$ cat src/hw/rtl/bvrp_pkg.sv
`default_nettype none
// ---------------------------------------------------------------------------
// bvrp_pkg: shared types and constants
// Item types, command classification and palette helpers for the banked
// video RAM block.
// ---------------------------------------------------------------------------
package bvrp_pkg;

	// Store geometry
	localparam int STORE_DEPTH = 8192;
	localparam int OFF_W       = 13;

	// Address map
	localparam logic [OFF_W-1:0] PALETTE_END   = 13'h0800;
	localparam logic [OFF_W-1:0] TILE_START    = 13'h1000;
	localparam logic [10:0]      BANK1_PALETTE = 11'h400;

	// Bus operation codes
	localparam logic [1:0] OP_READ    = 2'd0;
	localparam logic [1:0] OP_WRITE   = 2'd1;
	localparam logic [1:0] OP_BANK_WR = 2'd2;

	typedef struct packed {
		logic [1:0]       operation;
		logic [OFF_W-1:0] offset;
		logic [7:0]       write_data;
	} in_item_t;

	typedef struct packed {
		logic [7:0]  read_data;
		logic        palette_valid;
		logic [10:0] palette_index;
		logic [7:0]  red;
		logic [7:0]  green;
		logic [7:0]  blue;
		logic        dirty_valid;
		logic        dirty_layer;
		logic [10:0] dirty_tile;
	} res_item_t;

	// Classified command passed from front to back
	typedef enum logic [2:0] {
		K_READ,
		K_PAL_WR,
		K_TILE_WR,
		K_BANK_WR,
		K_NOP
	} cmd_kind_t;

	typedef struct packed {
		cmd_kind_t        kind;
		logic             pal_region;
		logic [OFF_W-1:0] offset;
		logic [7:0]       wdata;
		logic [10:0]      tile;
	} cmd_t;

	// Back-end sequencer
	typedef enum logic [1:0] {
		ST_CLEAR,
		ST_IDLE,
		ST_RESP
	} back_state_t;

	// 5-bit to 8-bit color expansion
	function automatic logic [7:0] expand5(input logic [4:0] v);
		expand5 = {v, v[4:2]};
	endfunction

endpackage
`default_nettype wire

$ cat src/hw/rtl/bvrp_front.sv
`default_nettype none
// ---------------------------------------------------------------------------
// bvrp_front: item classifier
// Decodes the bus operation and address region and precomputes the tile
// index before the item enters the command queue.
// ---------------------------------------------------------------------------
module bvrp_front (
	input  wire                 push,
	input  wire                 blocked,
	input  bvrp_pkg::in_item_t  request,
	output logic                cmd_push,
	output bvrp_pkg::cmd_t      cmd
);
	import bvrp_pkg::*;

	logic             pal_region;
	logic [OFF_W-1:0] tile_lo;
	logic [OFF_W-1:0] tile_hi;

	assign cmd_push = push && !blocked;

	// region decode and tile index
	always_comb begin
		pal_region = (request.offset < PALETTE_END);
		tile_lo    = request.offset - PALETTE_END;
		tile_hi    = (request.offset - TILE_START) >> 1;
	end

	// classification
	always_comb begin
		cmd.pal_region = pal_region;
		cmd.offset     = request.offset;
		cmd.wdata      = request.write_data;
		cmd.tile       = (request.offset < TILE_START) ? tile_lo[10:0] : tile_hi[10:0];
		case (request.operation)
			OP_READ:    cmd.kind = K_READ;
			OP_WRITE:   cmd.kind = pal_region ? K_PAL_WR : K_TILE_WR;
			OP_BANK_WR: cmd.kind = K_BANK_WR;
			default:    cmd.kind = K_NOP;
		endcase
	end

endmodule
`default_nettype wire

$ cat config.mk
export PLATFORM = sky130hd
export DESIGN_NAME = bvrp_front
export DESIGN_NICKNAME = d
export VERILOG_FILES = /design/src/hw/rtl/bvrp_pkg.sv /design/src/hw/rtl/bvrp_front.sv
export SDC_FILE = /design/constraint.sdc
export NUM_CORES = 1
export LEC_CHECK = 0
export ABC_AREA = 1
export BUFFER_PORTS_ARGS = -buffer_cell sky130_fd_sc_hd__buf_2
export CAP_MARGIN = 20
export CORE_AREA = 8 8 45 47
export DETAILED_ROUTE_END_ITERATION = 12
export DIE_AREA = 0 0 53 55
export PLACE_DENSITY_LB_ADDON = 0.3
export SYNTH_ARGS = -nofsm -noshare
export SYNTH_HDL_FRONTEND = slang
export SYNTH_SLANG_ARGS = --single-unit
$ cat constraint.sdc
create_clock -name vclk -period 0.8
set_clock_uncertainty 0.2 [all_clocks]
set_input_delay 0.04 -clock vclk [all_inputs]
set_output_delay 0.04 -clock vclk [all_outputs]
set_load 0.05 [all_outputs]
# ---- Yosys cells after proc, flatten, opt, wreduce, memory -nomap -nowiden
# Cells that the tools add are included.
dict set report word_totals {
  regBits 0
  word_cells 12
  inputBits 25
}
dict set report op_classes {
  n_reduce_logical 3
  eq_ne 2
  n_lt_le_gt_ge 2
  mux 3
  add_sub_neg 2
}
# op n
set op_table {}
lappend op_table {{< comparator 13 x 12 -> 1 bit, second input constant} 1}
lappend op_table {{< comparator 13 bit, second input constant} 1}
lappend op_table {{subtractor 12 x 1 -> 12 bit, second input constant} 1}
lappend op_table {{2-to-1 mux 11 bit} 1}
lappend op_table {{subtractor 11 x 1 -> 11 bit, second input constant} 1}
lappend op_table {{case mux 3 bit (3 select lines)} 1}
lappend op_table {{equality test 2 x 1 -> 1 bit, second input constant} 1}
lappend op_table {{equality test 2 bit, second input constant} 1}
lappend op_table {{logical NOT 2 bit} 1}
lappend op_table {{2-to-1 mux 2 bit} 1}
lappend op_table {{logical AND 1 bit} 1}
lappend op_table {{logical NOT 1 bit} 1}

# ---- Logic depth before layout (Yosys ltp)
# Gate-level depths: netlist of the first run.
dict set report logic_depth {
  depth_word 3
  depth_mapped 4
  depth_no_buf 4
}

# ---- Least setup slack after synthesis of the first run
# No wires, ideal clock.
dict set report synth_timing {
  path_type {input-to-output}
  startpoint {input port request[20] (netlist name)}
  endpoint {output port cmd[10] (netlist name)}
  cell_stages 2
  slack_ns -0.732
  path_buffers 1
  arrival_ns 1.292
  t_required_ns 0.560
  path_cell_list {buf_4 > o21ai_0}
}
# element line_no
set synth_rtl {}
lappend synth_rtl {{from (decl)} bvrp_front.sv:10} ;# input bvrp_pkg::in_item_t request,
lappend synth_rtl {{to (decl)} bvrp_front.sv:12} ;# output bvrp_pkg::cmd_t cmd

==> results of run 1 <==
-- final cells by class --
class	count	area share
Inverter	7	0.0485
Timing Repair Buffer	48	0.586
Tap cell	16	0.0311
Multi-Input combinational cell	39	0.334
-- metal layers --
layer  vias up  routed length (um)  share of wire
met5         -                   0              0
met4         0                   0              0
met3         0                 271           0.21
met2        34                 634           0.49
met1       192                 380           0.30
li1        233                   -              -
-- per-stage QoR --
step           power, uW  setup TNS, ns
6_report             729         -0.190
2_1_floorplan        604         -0.534
3_3_place_gp         597          -2.49
5_1_grt              763         -0.596
4_1_cts              708         -0.251
3_5_place_dp         599          -2.73
-- cells in the final DEF, fill, tap and decap left out, drive strengths merged --
| cell type | instances |
|---|---|
| buf | 48 |
| nand2 | 32 |
| nor2 | 3 |
| inv | 7 |
| o21ai | 4 |
-- path summary, 6_finish.rpt --
| check | endpoint | slack [ns] | cells past startpoint |
|---|---|---|---|
| max | cmd[33] | -0.06 | 6 |
| min | cmd[13] | -0.12 | 0 |
-- power groups by stage --
| stage | logic [uW] | registers, uW | clock network, uW |
|---|---|---|---|
| floorplan | 604 | 0 | 0 |
| global route | 763 | 0 | 0 |
| CTS | 708 | 0 | 0 |
| detailed placement | 599 | 0 | 0 |
| finish | 729 | 0 | 0 |
| global placement | 597 | 0 | 0 |
-- timing repair --
item / CTS / global route
setup endpoints to repair: 14 / 14
gates resized for setup: 41 / 9
hold endpoints to repair: 8 / 8
pin swaps: 4 / 3
-- cells by family after synthesis --
group | count (synthesis)
and+or+nand+nor | 35
buffers and inverters | 31
AOI/OAI and AO/OA | 4
==> metrics.md, run 1 <==
| Metric | Value |
|---|---|
| Max Slew Vio Count | 0 |
| Top cell type's share of synthesized area | 0.473 |
| Iter 0 DRT Violations | 1 |
| Clk_buf instances | 0 |
| Height of the die | 55 um |
| Area of the multi-input gates | roughly 220 um^2 |
| Post-synth top cells | nand2_1, buf_4, inv_1, nor2_1, o21ai_0 |
| Lkg Pwr | slightly below 0.0004 uW |
| Die X-Extent | between 50 and 60 um |
| Largest family of logic cells by synthesized area | buffers and inverters |
| Status | complete, but fails checks |
| Sequential area share after synthesis | 0 |
| First-pass GRT wire length | roughly 1700 um |
| FMAX | approximately 1200 MHz |
| Crit-path cells | buf_8 -> buf_6 -> nor2_4 -> nand2_2 -> nand2_2 -> buf_8 |
| 1st-pass router iterations | 2 |
| Die Area | between 2000 and 3000 um^2 |
| DP Area | 483 um^2 |
| Post-synthesis mux area share | 0 |
| Required @ worst endpoint | 0.56 ns |
| Hold_ws | -0.120 ns |
| Global route overflow | 0 |
| Worst-case vdd ir drop | 0.387 mV |
| M1 GR Usage | 0.0679 |
| CP top delay family | buffers and inverters |
| Post-Syn Instances | 70 |
| Fillers | roughly 150 |
| Met2 Usage GRT | 0.141 |
| Count of flip-flops and latches | 0 |
| Buf+Inv Stages, Crit Path | 3 |
| Port-buffer cells | 46 |
| Worst path max stage delay | roughly 0.14 ns |
| Switch Pwr | 490 uW |
| Post-route ant nets | 0 |
| Synthesized area per cell | 5.22 um^2 |
| Area delta synth->final | 76.4% |
| IO Pins | 62 |
| Nets | 121 |
| P_int | approximately 240 uW |
| Gate power share | 1.000 |
| Std-Cell Core Area | around 1400 um^2 |
| # rows | 14 |
| Initial antenna violation count | 0 |
| Global Route Usage Sum | 0.0703 |
| Register share of total power | 0 |
| Power density cells | between 1000 and 1500 nW/um^2 |
| GP Congestion | between 0.7 and 0.8 |
| Slowest stage cell, crit path | buf_8 |
| Compound-gate portion of the synthesized area | 0.0651 |
| Fin crit share | 1.08 |
| Non-Filler Instances | 110 |
| Synth unique cells | 9 |
| Violated checks | negative hold slack, negative setup slack |
| FF+latch area | 0 um^2 |
| CP Max Fanout | 3 |
| Drt total wl | about 1300 um |
| Drc violations | 0 |
| Final Hold Violating Endpoints | 8 |
| Fin util | 0.466 |
| Crit path launch type | input pin |
| Synth Area in Adders | 0 |
| Clk pwr share | 0 |
| Warnings from Yosys | 0 |
| Xor/xnor share of the synthesized area | 0 |
| Max-slew headroom | 0.830 |
| Vias in the first global route | around 440 |
| Post-synth top area cell | buf_4 |
| Post-Synth Simple-Gate Area | 0.360 |
| Final instance area | roughly 640 um^2 |
| Switching share of power | 0.672 |
| Setup Buffers After CTS | 0 |
| Fin worst setup slack | -0.0624 ns |
| Met3 Resource Use GR | 0.0321 |
| Dpl ws | -0.270 ns |
| Syn_nets | 95 |
| CP Data Arrival Time | 0.62 ns |
| Count leader, synth | nand2_1 |
| RSZ-0062 raised after global routing | yes |
| Busiest grt layer | met2 |
| Worst Max-Slew Pin Slew | 0.257 ns |
| Worst hold path type | in -> out |
| Vias/cell | between 4 and 5 |
| Post-DP HPWL | 1050 um |
| Crit path time final | ~0.86 ns |
| Worst Setup End Kind | output pin |
| Pin count of the biggest net entering global routing | 13 |
| Post-Syn Area | roughly 370 um^2 |
| Placed Cells | 110 |
| DR vias | 459 |
| Kind of critical path | in -> out |
| Wire per inst | 11.7 um |
| CP startpoint | request[20] |
| Top cells by area, synth | buf_4, nand2_1, inv_1 |
| Hold Startpoint | request[2] |
| Starting density of the core | 0.264 |
| Maxcap violations | 0 |
| Setup violations, final | 8 |
| ANT cells | 0 |
| Share of cells above drive strength 1 | 0.713 |
Note: power is estimated with default switching activity, not from simulation.
==> run 2, diff against run 1 <==
--- a/config.mk
+++ b/config.mk
@@ -15,3 +15,4 @@
 export SYNTH_ARGS = -nofsm -noshare
 export SYNTH_HDL_FRONTEND = slang
 export SYNTH_SLANG_ARGS = --single-unit
+export TNS_END_PERCENT = 20
==> run 2 against run 1 <==
Net effect: the flow still finishes with violations (negative hold slack, negative setup slack); flip-flop and latch count did not move; largest cell class unchanged; setup slack got worse by 0.0040 ns; clock-buffer cell count did not move; first-iteration DRC count rose to 3.0 times the previous value; final area fell by 3.5%; non-clock buffer count rose by 1; fmax fell by 0.46%; die area did not move.
==> metrics.md, run 2 (synthesis gave the netlist of run 1 again) <==
| Metric | Value |
|---|---|
| Status | complete, but fails checks |
| Violated checks | negative hold slack, negative setup slack |
| FF+latch area | 0 um^2 (unchanged) |
| Placed Cells | 110 (unchanged) |
| Worst Max-Slew Pin Slew | 0.257 ns (+0.000297 ns) |
| Area delta synth->final | 70.2% |
| Max-slew headroom | 0.830 (about the same) |
| Global route overflow | 0 (unchanged) |
| Worst-case vdd ir drop | 0.430 mV (+11%) |
| Nets | 123 (+1.7%) |
| Commonest non-fill, non-tap cell in the layout | buf_2 |
| Starting density of the core | 0.264 (unchanged) |
| Fin worst setup slack | -0.0663 ns (-0.00395 ns) |
| Maxcap violations | 0 (unchanged) |
| Port-buffer cells | 46 (unchanged) |
| Clk_buf instances | 0 (unchanged) |
| Worst hold path type | in -> out |
| Power density cells | 1140 nW/um^2 (+0.32%) |
| 1st-pass router iterations | 2 (unchanged) |
| Fin crit share | 1.08 (+0.00494) |
| Global Route Usage Sum | 0.0828 (+0.0125) |
| Dpl ws | -0.209 ns (+0.0612 ns) |
| Die Area | 2920 um^2 (unchanged) |
| Drt total wl | 1410 um (+9.5%) |
| Kind of critical path | in -> out |
| Count of flip-flops and latches | 0 (unchanged) |
| Post-route ant nets | 0 (unchanged) |
| Fillers | 165 (+11%) |
| RSZ-0062 raised after global routing | yes |
| Tot Pwr | 706 uW (-3.2%) |
| Crit path launch type | input pin |
| Lkg Pwr | 0.000388 uW (+0.90%) |
| Max Slew Vio Count | 0 (unchanged) |
| ANT cells | 0 (unchanged) |
| Iter 0 DRT Violations | 3 (+2) |
| Vias/cell | 4.28 (+2.5%) |
| GP Congestion | 0.768 (+7.0%) |
| CP Data Arrival Time | 0.63 ns (about the same) |
| Vias in the first global route | 473 (+8.0%) |
| Height of the die | 55 um (unchanged) |
| Drc violations | 0 (unchanged) |
| Std-Cell Core Area | 1380 um^2 (unchanged) |
| Pin count of the biggest net entering global routing | 8 (-5) |
| Crit path time final | 0.866 ns (+0.00395 ns) |
| Commonest non-fill, non-tap cells in the layout | buf_2, nand2_1, buf_6, inv_1, nand2_2 |
| IO Pins | 62 (unchanged) |
| Non-Filler Instances | 112 (+1.8%) |
| Die X-Extent | 53 um (unchanged) |
| Worst Setup End Kind | output pin |
| Hold_ws | -0.120 ns (+0.00000300 ns) |
| First-pass GRT wire length | 1990 um (+17%) |
| Post-DP HPWL | 1030 um (-1.9%) |
| Final Hold Violating Endpoints | 8 (unchanged) |
| CP Max Fanout | 7 (+4) |
| FMAX | 1150 MHz (-0.46%) |
| Setup violations, final | 10 (+2) |
| # rows | 14 (unchanged) |
| Setup Buffers After CTS | 0 (unchanged) |
| Initial antenna violation count | 0 (unchanged) |
| Required @ worst endpoint | 0.56 ns (about the same) |
| Share of cells above drive strength 1 | 0.635 (-0.0773) |
| DR vias | 479 (+4.4%) |
| Wire per inst | 12.6 um (+7.5%) |
==> run 2: cell count changes in the layout (fill, tap and decap cells not counted), moves of 2 or more <==
cell	before	now
nand2_2	11	4
inv_4	0	2
buf_2	32	29
buf_6	6	16
buf_8	10	1
nor2_1	0	2
nand2_1	21	27
==> run 2: cell type report <==
| cell class | count | area, um^2 | share of cell area |
|---|---|---|---|
| Tap cell | 16 | 20.0 | 0.0322 |
| Multi-Input combinational cell | 39 | 188 | 0.302 |
| Inverter | 7 | 31.3 | 0.0503 |
| Timing Repair inverter | 1 | 7.51 | 0.0121 |
| Timing Repair Buffer | 49 | 375 | 0.604 |
==> run 2: report_power, final <==
group	total (uW)	switching, uW	internal (uW)
registers	0	0	0
logic	706	483	223
clock network	0	0	0
==> run 2: timing repair <==
item | CTS | global route
pin swaps | 3 | 5
hold endpoints to repair | 8 | 8
resized for setup | 34 | 16
setup endpoints to repair | 15 | 15
gates cloned | 2 | 0
==> run 2: stage by stage <==
stage	setup TNS (ns)	util	hold WS (ns)	cell area (um^2)
after global routing	-0.762	0.449	-0.120	622
after floorplan	-0.954	-	0.0471	369
after detailed placement	-2.29	0.325	-0.120	450
after CTS	-0.360	0.411	-0.120	569
final	-0.327	0.449	-0.120	622
after global placement	-2.08	0.325	-0.120	450
==> run 2: layer usage <==
metal	part of all wire	track usage	vias up	routed length, um
li1	-	-	239	-
met1	0.37	0.0920	200	526
met2	0.44	0.150	40	614
met3	0.19	0.0374	0	267
met4	0	0	0	0
met5	0	0	-	0
==> run 2: worst paths after layout <==
kind	start	to	slack, ns	cells after the start
max	request[20]	cmd[7]	-0.07	4
min	request[2]	cmd[13]	-0.12	0
==> run 2: worst max-delay path: stages <==
cell	delay (ns)
buf_12	0.10
clkinvlp_4	0.15
o21ai_2	0.16
buf_6	0.17
