==> src/hw/rtl/bvrp_fifo.sv <==
`default_nettype none
// ---------------------------------------------------------------------------
// bvrp_fifo: small synchronous queue
// Used between front and back and as the result queue.
// ---------------------------------------------------------------------------
module bvrp_fifo #(
	parameter int WIDTH = 8,
	parameter int DEPTH = 2
) (
	input  wire              clk,
	input  wire              arst_n,
	input  wire              push,
	input  wire  [WIDTH-1:0] wdata,
	output logic             full,
	input  wire              pop,
	output logic [WIDTH-1:0] rdata,
	output logic             empty
);

	localparam int AW = (DEPTH > 1) ? $clog2(DEPTH) : 1;
	localparam int CW = $clog2(DEPTH + 1);

	logic [WIDTH-1:0] mem_q [DEPTH];
	logic [AW-1:0]    wr_ptr_q;
	logic [AW-1:0]    rd_ptr_q;
	logic [CW-1:0]    count_q;
	logic             do_push;
	logic             do_pop;

	function automatic logic [AW-1:0] next_ptr(input logic [AW-1:0] p);
		next_ptr = (p == AW'(DEPTH - 1)) ? '0 : p + AW'(1);
	endfunction

	assign full    = (count_q == CW'(DEPTH));
	assign empty   = (count_q == '0);
	assign do_push = push && !full;
	assign do_pop  = pop && !empty;
	assign rdata   = mem_q[rd_ptr_q];

	// pointers and fill count
	always_ff @(posedge clk or negedge arst_n) begin
		if (!arst_n) begin
			wr_ptr_q <= '0;
			rd_ptr_q <= '0;
			count_q  <= '0;
		end else begin
			if (do_push) begin
				wr_ptr_q <= next_ptr(wr_ptr_q);
			end
			if (do_pop) begin
				rd_ptr_q <= next_ptr(rd_ptr_q);
			end
			if (do_push && !do_pop) begin
				count_q <= count_q + CW'(1);
			end else if (do_pop && !do_push) begin
				count_q <= count_q - CW'(1);
			end
		end
	end

	// storage
	always_ff @(posedge clk) begin
		if (do_push) begin
			mem_q[wr_ptr_q] <= wdata;
		end
	end

endmodule
`default_nettype wire

==> config.mk <==
export PLATFORM = sky130hd
export DESIGN_NAME = bvrp_fifo
export DESIGN_NICKNAME = d
export VERILOG_FILES = /design/src/hw/rtl/bvrp_fifo.sv
export SDC_FILE = /design/constraint.sdc
export NUM_CORES = 1
export LEC_CHECK = 0
export ABC_AREA = 1
export BUFFER_PORTS_ARGS = -buffer_cell sky130_fd_sc_hd__buf_4
export CAP_MARGIN = 10
export CORE_UTILIZATION = 50
export DETAILED_ROUTE_END_ITERATION = 8
export GPL_ROUTABILITY_DRIVEN = 1
export PLACE_DENSITY = 0.77
export SLEW_MARGIN = 15
export SYNTH_ARGS = -nofsm -noshare
export SYNTH_HDL_FRONTEND = slang
export SYNTH_SLANG_ARGS = --single-unit
==> constraint.sdc <==
create_clock -name clk -period 2.15 [get_ports clk]
set_clock_uncertainty 0.15 [all_clocks]
set_input_delay 0 -clock clk [delete_from_list [all_inputs] [get_ports clk]]
set_output_delay 0 -clock clk [all_outputs]
set_load 0.005 [all_outputs]
### Yosys cells after proc, flatten, opt, wreduce, memory -nomap -nowiden

Memories as Yosys holds them, arrays and structs flattened.
Cells that the tools add are included.

| operators by class | value |
|---|---|
| multiply operators | 0 |
| divide/modulo/power cells | 0 |
| $lt $le $gt $ge | 0 |
| bitwise operators | 0 |
| add/subtract/negate cells | 4 |
| eq/ne operators | 1 |
| shifts and indexed selects | 0 |
| mux-type cells | 6 |
| reductions and logical operators | 10 |

Operator list:

| kind | number |
|---|---|
| logical AND 1 bit | 4 |
| logical NOT 1 bit | 4 |
| 2-to-1 mux 1 bit | 4 |
| 2-to-1 mux 2 bit | 2 |
| adder 1 bit, second input constant | 2 |
| adder 2 x 1 -> 2 bit, second input constant | 1 |
| equality test 2 bit, second input constant | 1 |
| logical NOT 2 bit | 1 |
| nonzero test 2 bit | 1 |
| subtractor 2 x 1 -> 2 bit, second input constant | 1 |

| storage, ports and cells | value |
|---|---|
| output and inout bits | 10 |
| ROM bits | 0 |
| bits in writable memories | 16 |
| memories kept | 1 |
| latch bits | 0 |
| register bits after elaboration | 4 |
| word-level logic and storage cells | 25 |
| bits of input ports | 12 |

Memory list:

| name | words | bits a word | read ports | clocked after Yosys merged registers in | wr ports | line | RTL |
|---|---|---|---|---|---|---|---|
| mem_q | 2 | 8 | 1 | 0 | 1 | 23 | `logic [WIDTH-1:0] mem_q [DEPTH];` |

### Logic depth before layout (Yosys ltp)

Gate-level depths: netlist of the first run.

| logic depth | value |
|---|---|
| depth after elaboration | 7 |
| depth in mapped cells | 9 |
| depth with buffers taken out | 9 |

### Least setup slack after synthesis of the first run

No wires, ideal clock.

| timing | value |
|---|---|
| kind | register to register |
| from | reg count_q[1] |
| to | mem mem_q[1][0] (enable) |
| data arrival time | 951 ps |
| setup slack | 678 ps |
| period minus slack after synthesis | 1,472 ps |
| cell stages (with the launch flop) | 4 |
| path buffers | 0 |
| data required time | 1,629 ps |
| setup time | 371 ps |
| cells stage by stage | dfrtp_1 > inv_1 > o21ai_0 > nor2_1 |

| between the ends | value |
|---|---|
| cells in the longest elaborated chain, start to end | 5 |

Ends and longest elaborated chain:

| what | line | RTL |
|---|---|---|
| from (decl) | 26 | `logic [CW-1:0] count_q;` |
| from (signal assigned) | 54 | `count_q <= count_q + CW'(1);` |
| from (signal assigned) | 56 | `count_q <= count_q - CW'(1);` |
| equality test 2 bit | 34 | `assign full = (count_q == CW'(DEPTH));` |
| logical NOT 1 bit | 36 | `assign do_push = push && !full;` |
| logical AND 1 bit | 36 |  |
| 2-to-1 mux 1 bit | 63 | `if (do_push) begin` |
| 2-to-1 mux 1 bit (not written as such) | 64 | `mem_q[wr_ptr_q] <= wdata;` |
| to (decl) | 23 |  |

No other way between the ends.

### Final worst setup path of the first run

| timing | value |
|---|---|
| from | reg count_q[0] |
| to | reg count_q[1] |

| between the ends | value |
|---|---|
| cells in the longest elaborated chain, start to end | 6 |
| elaborated cells between the ends (all ways) | 15 |
| classes of those cells | 2 x add/sub; 1 x eq/ne; 2 x mux; 10 x reduce/logical |

Ends and longest elaborated chain:

| what | line |
|---|---|
| equality test 2 bit / logical NOT 2 bit (equally long branches) | 34, 35 |
| logical NOT 1 bit (on tied branches) | 36, 37 |
| logical AND 1 bit (on tied branches) | 36, 37 |
| logical NOT 1 bit (on tied branches) | 55, 53 |
| logical AND 1 bit (on tied branches) | 55, 53 |
| nonzero test 2 bit (no source line) / 2-to-1 mux 2 bit (equally long branches) | -- |

Parallel ways exist; a longest one is shown, timed or not. The select of a mux whose other input is x is not followed.
A chain may end at the register's enable or synchronous reset.

==> impl_metrics.tcl, run 1 <==
set metrics [dict create \
    crit_buf_inv 1 \
    cts-root-buf "clkbuf_4" \
    gp_congestion 0.852 \
    pre_cts_ws_ps 597 \
    setup-violations-final 0 \
    cp_top_family "flip-flops" \
    viasPerCell 4.98 \
    ir_worst_vdd_v 0.000927 \
    diodes 0 \
    reg2regPathDepth 6 \
    cpPeakStageDelay_ps 480 \
    yosys.area.top_type "edfxtp_1" \
    synth_edf_count 16 \
    final_nets 124 \
    max_slew_margin 0.771 \
    synth-seq-cells 20 \
    crit_slowest_cell "dfrtp_1" \
    grt_pass1_wl_mm 2.46 \
    netlist_area_sq_um 810 \
    placed_cell_area_sq_um 990 \
    synth_commonest_cells "33 x nand2_1, 16 x edfxtp_1, 7 x inv_1" \
    holdCritStartpoint "wdata[1]" \
    path_common_cell "nand2_1" \
    ys_warn_count 0 \
    maxSlewViolCount 0 \
    cts_buffers 3 \
    syn_avg_cell_area_sq_um 11.1 \
    power_mw 1.29 \
    place_hpwl_um 996 \
    drt_wl_total_mm 1.47 \
    die_h_um 42.2 \
    die_x_um 42.2 \
    vias 628 \
    cts_buffer_depth 2 \
    start_kind "flip-flop" \
    coreArea_sq_um 1510 \
    num_io_pins 22 \
    hold_depth 2 \
    fin_setup_tns_ps 0 \
    yosysUniqueCellTypes 14 \
    top_layer_used "met4" \
    whs_endpoint "mem_q[0][1]$_DFFE_PP_" \
    design_area_sq_um 1140 \
    hp-class "in2reg" \
    critical_path_peak_fanout 7 \
    dieArea_sq_um 1780 \
    initial_core_util 0.537 \
    cp_cell_sequence "o21ai_0 > ha_1 > inv_1 > nand3_1 > nand2_1 > nand2_1" \
    period_share 0.729 \
    hold_viol_final 0 \
    yosysSeqAreaShare 0.717 \
    timing.critical_path.to_type "flip-flop" \
    antenna_found_initial 0 \
    drive_above_1_share 0.255 \
    ff2ff_setup_slack_ps 580 \
    grt_max_degree 12 \
    wl_met1_um 591 \
    yosys-top-cells-area "edfxtp_1 59%, nand2_1 15%, dfrtp_1 12%" \
    leakage_nw 0.531 \
    drt-initial-drc-count 6 \
    r2r_start "count_q[0]$_DFFE_PN0P_" \
    cts_tree "done" \
    placed_cells 110 \
    area_growth_pct 40.3 \
    reg2reg_to "count_q[1]$_DFFE_PN0P_" \
    synthArstFlopShare 0.200 \
    wl_per_cell_um 11.7 \
    fin_ws_ps 582 \
    grtUsageTotal 0.197 \
    met2WireLength_um 783 \
    fin_util 0.754 \
    io_buffers 21 \
    rows 14 \
    cp.arrival_ps 1600 \
    synth_nets 86 \
    maxCapViolCount 0 \
    drc 0 \
    power_density_nw_per_um2 1140 \
    synth_cells 73 \
    nFillCells 103 \
    hold_slack_ps 272 \
    synth_most_common_cell "nand2_1" \
    grt_pass1_vias 601 \
    cp.required_ps 2190 \
    worst_pin_slew_ps 343 \
    critPathKind "reg2reg" \
    status "completed" \
    final_cells 126 \
    cts_htree_levels 1 \
    cts_resized 0 \
    insertion_delay_ps 290 \
    grt_overflow 0 \
    grt_setup_unrepaired "false" \
    dr_wl_met3_um 49 \
    ant_nets 0 \
    synth_ff_type "edfxtp_1" \
    cts.clk_slew.worst_paths_ps 100 \
    cts.sinks 20 \
    fmax_ghz 0.638 \
    fin_crit_ps 1570 \
    synth_top_area_share 0.594 \
    drt-pass1-iter-count 4 \
]
==> power by group <==
| group | internal (mW) | total (mW) | switching, mW | leakage, nW |
|---|---|---|---|---|
| Sequential | 0.537 | 0.615 | 0.0771 | 0.197 |
| Clock | 0.0723 | 0.178 | 0.106 | 0.0150 |
| Combinational | 0.246 | 0.499 | 0.253 | 0.320 |
| Total | 0.856 | 1.29 | 0.436 | 0.531 |
==> registers in the layout, summed over array words and instances, names as in the netlist <==
register / count
wr_ptr_q: 1
mem_q: 16
rd_ptr_q: 1
count_q: 2
==> layer usage <==
layer | track usage | vias to the layer above
li1 | - | 310
met1 | 0.200 | 298
met2 | 0.357 | 15
met3 | 0.0388 | 5
met4 | 0.131 | 0
met5 | 0 | -
==> cells in the final DEF (no fill, tap or decap) <==
cell / Yosys / routed
dlygate4sd3_1: 0 / 12
nand3_1: 1 / 1
xnor2_1: 1 / 1
edfxtp_1: 16 / 16
dfrtp_1: 4 / 4
inv_2: 1 / 1
nand4_1: 1 / 1
o21ai_0: 2 / 2
clkbuf_1: 0 / 1
buf_4: 0 / 22
nand2_1: 33 / 33
nand3b_1: 1 / 1
nor2_2: 2 / 2
nor2_1: 2 / 2
inv_1: 7 / 7
clkbuf_4: 0 / 3
ha_1: 1 / 1
==> area by class of cell <==
class,count,area [sq um],share of cell area
clock buffer,4,26.3,0.0231
inverter,8,30.0,0.0264
multi-input combinational,44,194,0.171
sequential,20,581,0.511
tap,16,20.0,0.0176
timing repair buffer,34,285,0.251
==> worst max path at each step <==
| stage | from | endpoint | depth (start not counted) |
|---|---|---|---|
| 6_report | count_q[0]$_DFFE_PN0P_ | count_q[1]$_DFFE_PN0P_ | 6 |
| 3_5_place_dp | count_q[0]$_DFFE_PN0P_ | count_q[1]$_DFFE_PN0P_ | 6 |
| 2_1_floorplan | count_q[1]$_DFFE_PN0P_ | mem_q[1][0]$_DFFE_PP_ | 3 |
| 5_1_grt | count_q[0]$_DFFE_PN0P_ | count_q[1]$_DFFE_PN0P_ | 6 |
| 4_1_cts | count_q[0]$_DFFE_PN0P_ | count_q[1]$_DFFE_PN0P_ | 6 |
| 3_3_place_gp | count_q[0]$_DFFE_PN0P_ | count_q[1]$_DFFE_PN0P_ | 6 |
==> cells by family (layout without fill, tap and decap cells) <==
| kind of cell | count (synthesis) | after routing | share of synthesized area |
|---|---|---|---|
| buf+inv | 9 | 46 | 0.0433 |
| compound gates | 2 | 2 | 0.0124 |
| flops | 20 | 20 | 0.717 |
| simple gates | 40 | 40 | 0.201 |
| xor+xnor | 1 | 1 | 0.0108 |
| fa+ha+maj | 1 | 1 | 0.0155 |
==> what timing repair did <==
| item | in CTS | in global routing |
|---|---|---|
| setup buffers | 0 | 0 |
| endpoints found under the hold margin | 22 | 0 |
| hold buffers | 12 | 0 |
Note: power is estimated with default switching activity, not from simulation.
==> run 2: changes to the inputs <==
- CORE_UTILIZATION: 50 -> 44
- PLACE_DENSITY: 0.77 -> 0.71
- clock period: 2.15 -> 1.3 ns (I/O delays scaled with it)
==> run 2 against run 1 <==
  * The run now ends with setup timing left
  * Count of clock-buffer cells in the layout fell by 1
  * Sequential cell count is the same
  * Clock power grew 65%
  * First-iteration DRC count increased by 100%
  * Critical endpoint unchanged
  * Largest cell class unchanged
==> impl_metrics.tcl, run 2 (synthesis results as in run 1) <==
set metrics [dict create \
    cts_buffers 3 \
    top_usage_layer "met2" \
    timing.critical_path.to_type "flip-flop" \
    switchingPower_mw 1.06 \
    critPathKind "reg2reg" \
    hold_viol_final 0 \
    grt_pass1_wl_mm 2.69 \
    gp_congestion 0.749 \
    leakage_nw 0.631 \
    die_h_um 44.9 \
    period_share 1.13 \
    largest_reg_flops 16 \
    start_kind "flip-flop" \
    fin_util 0.821 \
    grt_use_met2 0.341 \
    place_hpwl_mm 1.03 \
    initial_core_util 0.469 \
    cell_internal_pwr_mw 1.91 \
    hp-class "in2reg" \
    critical_path_peak_fanout 3 \
    power_frac_comb 0.554 \
    io_buffers 21 \
    maxSlewViolCount 0 \
    switching_share 0.355 \
    grt_overflow 0 \
    cp.required_ps 1350 \
    antenna_found_initial 0 \
    regMostFlops "mem_q" \
    top_regs "mem_q x16, count_q x2" \
    drt-initial-drc-count 12 \
    viasPerCell 4.64 \
    use_met1 0.220 \
    drt-pass1-iter-count 4 \
    cts_tree "done" \
    insertion_delay_ps 290 \
    layout_commonest_cell "buf_4" \
    status "finished with violations" \
    drive_above_1_share 0.576 \
    grt_max_degree 12 \
    final_nets 139 \
    wl_per_cell_um 12.5 \
    grt.met3_usage 0.0640 \
    cp.arrival_ps 1520 \
    dieArea_sq_um 2020 \
    drc 0 \
    max_slew_margin 0.853 \
    clkPwrFrac 0.099 \
    ir_worst_vdd_v 0.00157 \
    drt_wl_total_mm 1.88 \
    fin_crit_ps 1470 \
    fmax_ghz 0.680 \
    diodes 0 \
    cts-root-buf "clkbuf_4" \
    grt_setup_unrepaired "true" \
    maxCapViolCount 0 \
    num_io_pins 22 \
    cts.clk_slew.worst_paths_ps 110 \
    fin_ws_ps -171 \
    setup-violations-final 24 \
    grt_pass1_vias 640 \
    coreArea_sq_um 1730 \
    layout_common_cells "25 x buf_4, 16 x nand2_1, 16 x nand2_2, 16 x edfxtp_1, 12 x dlygate4sd3_1" \
    area_growth_pct 75.1 \
    fin_setup_tns_ps -2580 \
    cts_buffer_depth 2 \
    rows 15 \
    failed_checks "setup timing" \
    power_density_nw_per_um2 2100 \
    power_frac_seq 0.347 \
    cts.sinks 20 \
    nFillCells 107 \
    worst_pin_slew_ps 220 \
    vias 696 \
    cts_htree_levels 1 \
    die_x_um 44.9 \
    ant_nets 0 \
    grtUsageTotal 0.197 \
]
## run 2: metrics by stage
| step | hold slack [ps] | power (mW) | setup slack [ps] | cell area [sq um] | instances |
|---|---|---|---|---|---|
| floorplan | -446 | 1.46 | -97.4 | 812 | 73 |
| global placement | -350 | 1.91 | -144 | 1040 | 124 |
| detailed placement | -348 | 1.95 | -187 | 1040 | 124 |
| CTS | 268 | 2.49 | -154 | 1270 | 145 |
| global route | 266 | 3.15 | -209 | 1420 | 150 |
| finish | 279 | 2.97 | -171 | 1420 | 150 |
## run 2: metal layers
metal,up-vias,part of all wire
met1,315,0.41
met5,-,0
met2,28,0.52
li1,347,-
met3,6,0.046
met4,0,0.016
## run 2: path summary, 6_finish.rpt
kind / startpoint / endpoint / slack, ps / cells after the start
max: count_q[1]$_DFFE_PN0P_ / count_q[1]$_DFFE_PN0P_ / -170 / 8
min: wdata[5] / mem_q[0][5]$_DFFE_PP_ / 280 / 2
max in group asynchronous: arst_n / rd_ptr_q$_DFFE_PN0P_ / 350 / 3
max reg2reg: count_q[1]$_DFFE_PN0P_ / count_q[1]$_DFFE_PN0P_ / -170 / 8
min in group asynchronous: arst_n / count_q[1]$_DFFE_PN0P_ / 450 / 3
min reg2reg: wr_ptr_q$_DFFE_PN0N_ / wr_ptr_q$_DFFE_PN0N_ / 360 / 2
## run 2: power groups by stage
stage / Combinational, mW / Sequential [mW] / Clock [mW]
2_1_floorplan: 0.490 / 0.970 / 0
3_3_place_gp: 0.918 / 0.995 / 0
3_5_place_dp: 0.943 / 1.00 / 0
4_1_cts: 1.17 / 1.01 / 0.301
5_1_grt: 1.77 / 1.05 / 0.330
6_report: 1.64 / 1.03 / 0.294
## run 2: what timing repair did
item                       4_1_cts  5_1_grt
gates resized for setup         10       36
hold endpoints to repair        22        0
pin swaps                        5       13
setup endpoints to repair       26       29
setup buffers                    5        5
hold buffers                    12        0
gates cloned                     0        1
## run 2: critical path: stages (launching register included)
cell and delay, ps:
dfrtp_1 440, inv_2 110, nor2_4 50, nor2_4 140, ha_4 230, inv_4 60, nand3_2 60, nand2_2 80
nand2_2 60
## run 2: layout make-up
cell class              instances  area, sq um  share of cell area
inverters                       8         42.5              0.0300
multi-input cells              44          289               0.204
well taps                      25         31.3              0.0221
clock inverters                 1         3.75             0.00265
repair inverters                1         5.00             0.00353
repair buffers                 48          440               0.311
flip-flops and latches         20          583               0.411
clock buffers                   3         22.5              0.0159
==> run 3: changes to the inputs <==
- BUFFER_PORTS_ARGS: -buffer_cell sky130_fd_sc_hd__buf_4 -> -buffer_cell sky130_fd_sc_hd__clkbuf_2
==> run 3 against run 2 <==
  * The flow still finishes with violations (setup timing)
  * Register-to-register slack improved by 30 ps
  * Utilization fell by 2.4 points
  * Combinational power shrank 12%
  * Largest power group unchanged
  * Design area fell by 2.9%
  * Maximum frequency up 1.7%
  * Sequential share of layout area increased by 1.2 points
  * Die area did not move
  * Via count up 1.4%
==> impl_metrics.tcl, run 3 (synthesis results as in run 1) <==
set metrics [dict create \
    cts_tree "done" \
    rows 15 \
    period_share 1.11 \
    final_cells 153 \
    critPathKind "reg2reg" \
    crit_buf_inv 2 \
    crit_slowest_cell "dfrtp_1" \
    cts_buffers 3 \
    cp.arrival_ps 1500 \
    hp-class "in2reg" \
    layout_common_cells "20 x nand2_1, 17 x clkbuf_2, 16 x edfxtp_1" \
    drive_above_1_share 0.547 \
    viasPerCell 4.61 \
    hold_slack_ps 268 \
    fin_setup_tns_ps -2280 \
    ant_nets 0 \
    design_area_sq_um 1380 \
    failed_checks "setup timing" \
    maxSlewViolCount 0 \
    power_density_nw_per_um2 2170 \
    placed_cell_area_sq_um 988 \
    coreArea_sq_um 1730 \
    drt_wl_total_mm 1.92 \
    cpPeakStageDelay_ps 430 \
    worst_pin_slew_ps 226 \
    start_kind "flip-flop" \
    fin_ws_ps -146 \
    gp_congestion 0.684 \
    largest_reg_flops 16 \
    grt_overflow 0 \
    num_io_pins 22 \
    cp_cell_sequence "inv_2 > nor2_4 > nor2_4 > ha_4 > inv_2 > nand3_1 > nand2_1 > nand2_1" \
    io_buffers 21 \
    leakage_nw 0.636 \
    met2WireLength_um 959 \
    die_h_um 44.9 \
    die_x_um 44.9 \
    grtUsageTotal 0.199 \
    place_hpwl_um 999 \
    cts.clk_slew.worst_paths_ps 120 \
    vias 706 \
    cts.sinks 20 \
    dr_wl_met3_um 72 \
    cts-root-buf "clkbuf_4" \
    regMostFlops "mem_q" \
    ff_latch_area_sq_um 583 \
    cp.required_ps 1350 \
    layout_commonest_cell "nand2_1" \
    timing.critical_path.to_type "flip-flop" \
    setup-violations-final 27 \
    wl_met1_um 850 \
    hold_viol_final 0 \
    cts_buffer_depth 2 \
    multi_input_area_sq_um 267 \
    initial_core_util 0.469 \
    grt_setup_unrepaired "true" \
    dieArea_sq_um 2020 \
    ir_worst_vdd_v 0.00199 \
    cp_top_family "flip-flops" \
    critical_path_peak_fanout 3 \
    fin_crit_ps 1450 \
    nFillCells 107 \
    placed_cells 124 \
    grt_pass1_wl_mm 2.73 \
    power_mw 2.99 \
    diodes 0 \
    wl_per_cell_um 12.6 \
    maxCapViolCount 0 \
    status "finished with violations" \
    area_growth_pct 70.0 \
    antenna_found_initial 0 \
    drt-initial-drc-count 10 \
    max_slew_margin 0.849 \
    final_nets 142 \
    drc 0 \
    cts_htree_levels 1 \
    grt_max_degree 13 \
    top_layer_used "met4" \
    grt_pass1_vias 622 \
    insertion_delay_ps 300 \
    top_regs "mem_q x16, count_q x2" \
    fmax_ghz 0.692 \
    drt-pass1-iter-count 4 \
]
run 3: path summary, 6_finish.rpt:
check | endpoint | cells after the start | slack [ps] | from
max reg2reg | count_q[1]$_DFFE_PN0P_ | 8 | -150 | count_q[1]$_DFFE_PN0P_
min in group asynchronous | rd_ptr_q$_DFFE_PN0P_ | 3 | 440 | arst_n
min reg2reg | wr_ptr_q$_DFFE_PN0N_ | 2 | 360 | wr_ptr_q$_DFFE_PN0N_
max in group asynchronous | count_q[0]$_DFFE_PN0P_ | 3 | 360 | arst_n
min | mem_q[1][5]$_DFFE_PP_ | 2 | 270 | wdata[5]
max | count_q[1]$_DFFE_PN0P_ | 8 | -150 | count_q[1]$_DFFE_PN0P_
run 3: layout make-up:
type	instances	share of cell area
Multi-Input combinational cell	44	0.194
Tap cell	25	0.0227
Timing Repair Buffer	52	0.293
Sequential cell	20	0.424
Clock buffer	3	0.0164
Inverter	8	0.0291
Clock inverter	1	0.0218
run 3: metrics by stage:
step	setup WS (ps)	util
finish	-146	0.797
global route	-204	0.797
CTS	-99.1	0.714
global placement	-144	0.572
detailed placement	-166	0.572
floorplan	-97.4	-
run 3: power breakdown:
group,switching (mW),internal [mW],total (mW)
registers,0.131,0.897,1.03
clock network,0.198,0.312,0.510
logic,0.672,0.780,1.45
total,1.00,1.99,2.99
run 3: timing repair:
item,CTS,global route
gates resized for setup,9,31
hold buffers,12,0
setup buffers,5,8
hold endpoints to repair,23,0
pin swaps,1,4
endpoints found under the setup margin,26,29
run 3: layer usage:
layer | vias to the layer above | track usage
met2 | 23 | 0.326
met4 | 0 | 0.109
met1 | 331 | 0.260
met3 | 4 | 0.0240
li1 | 348 | -
met5 | - | 0
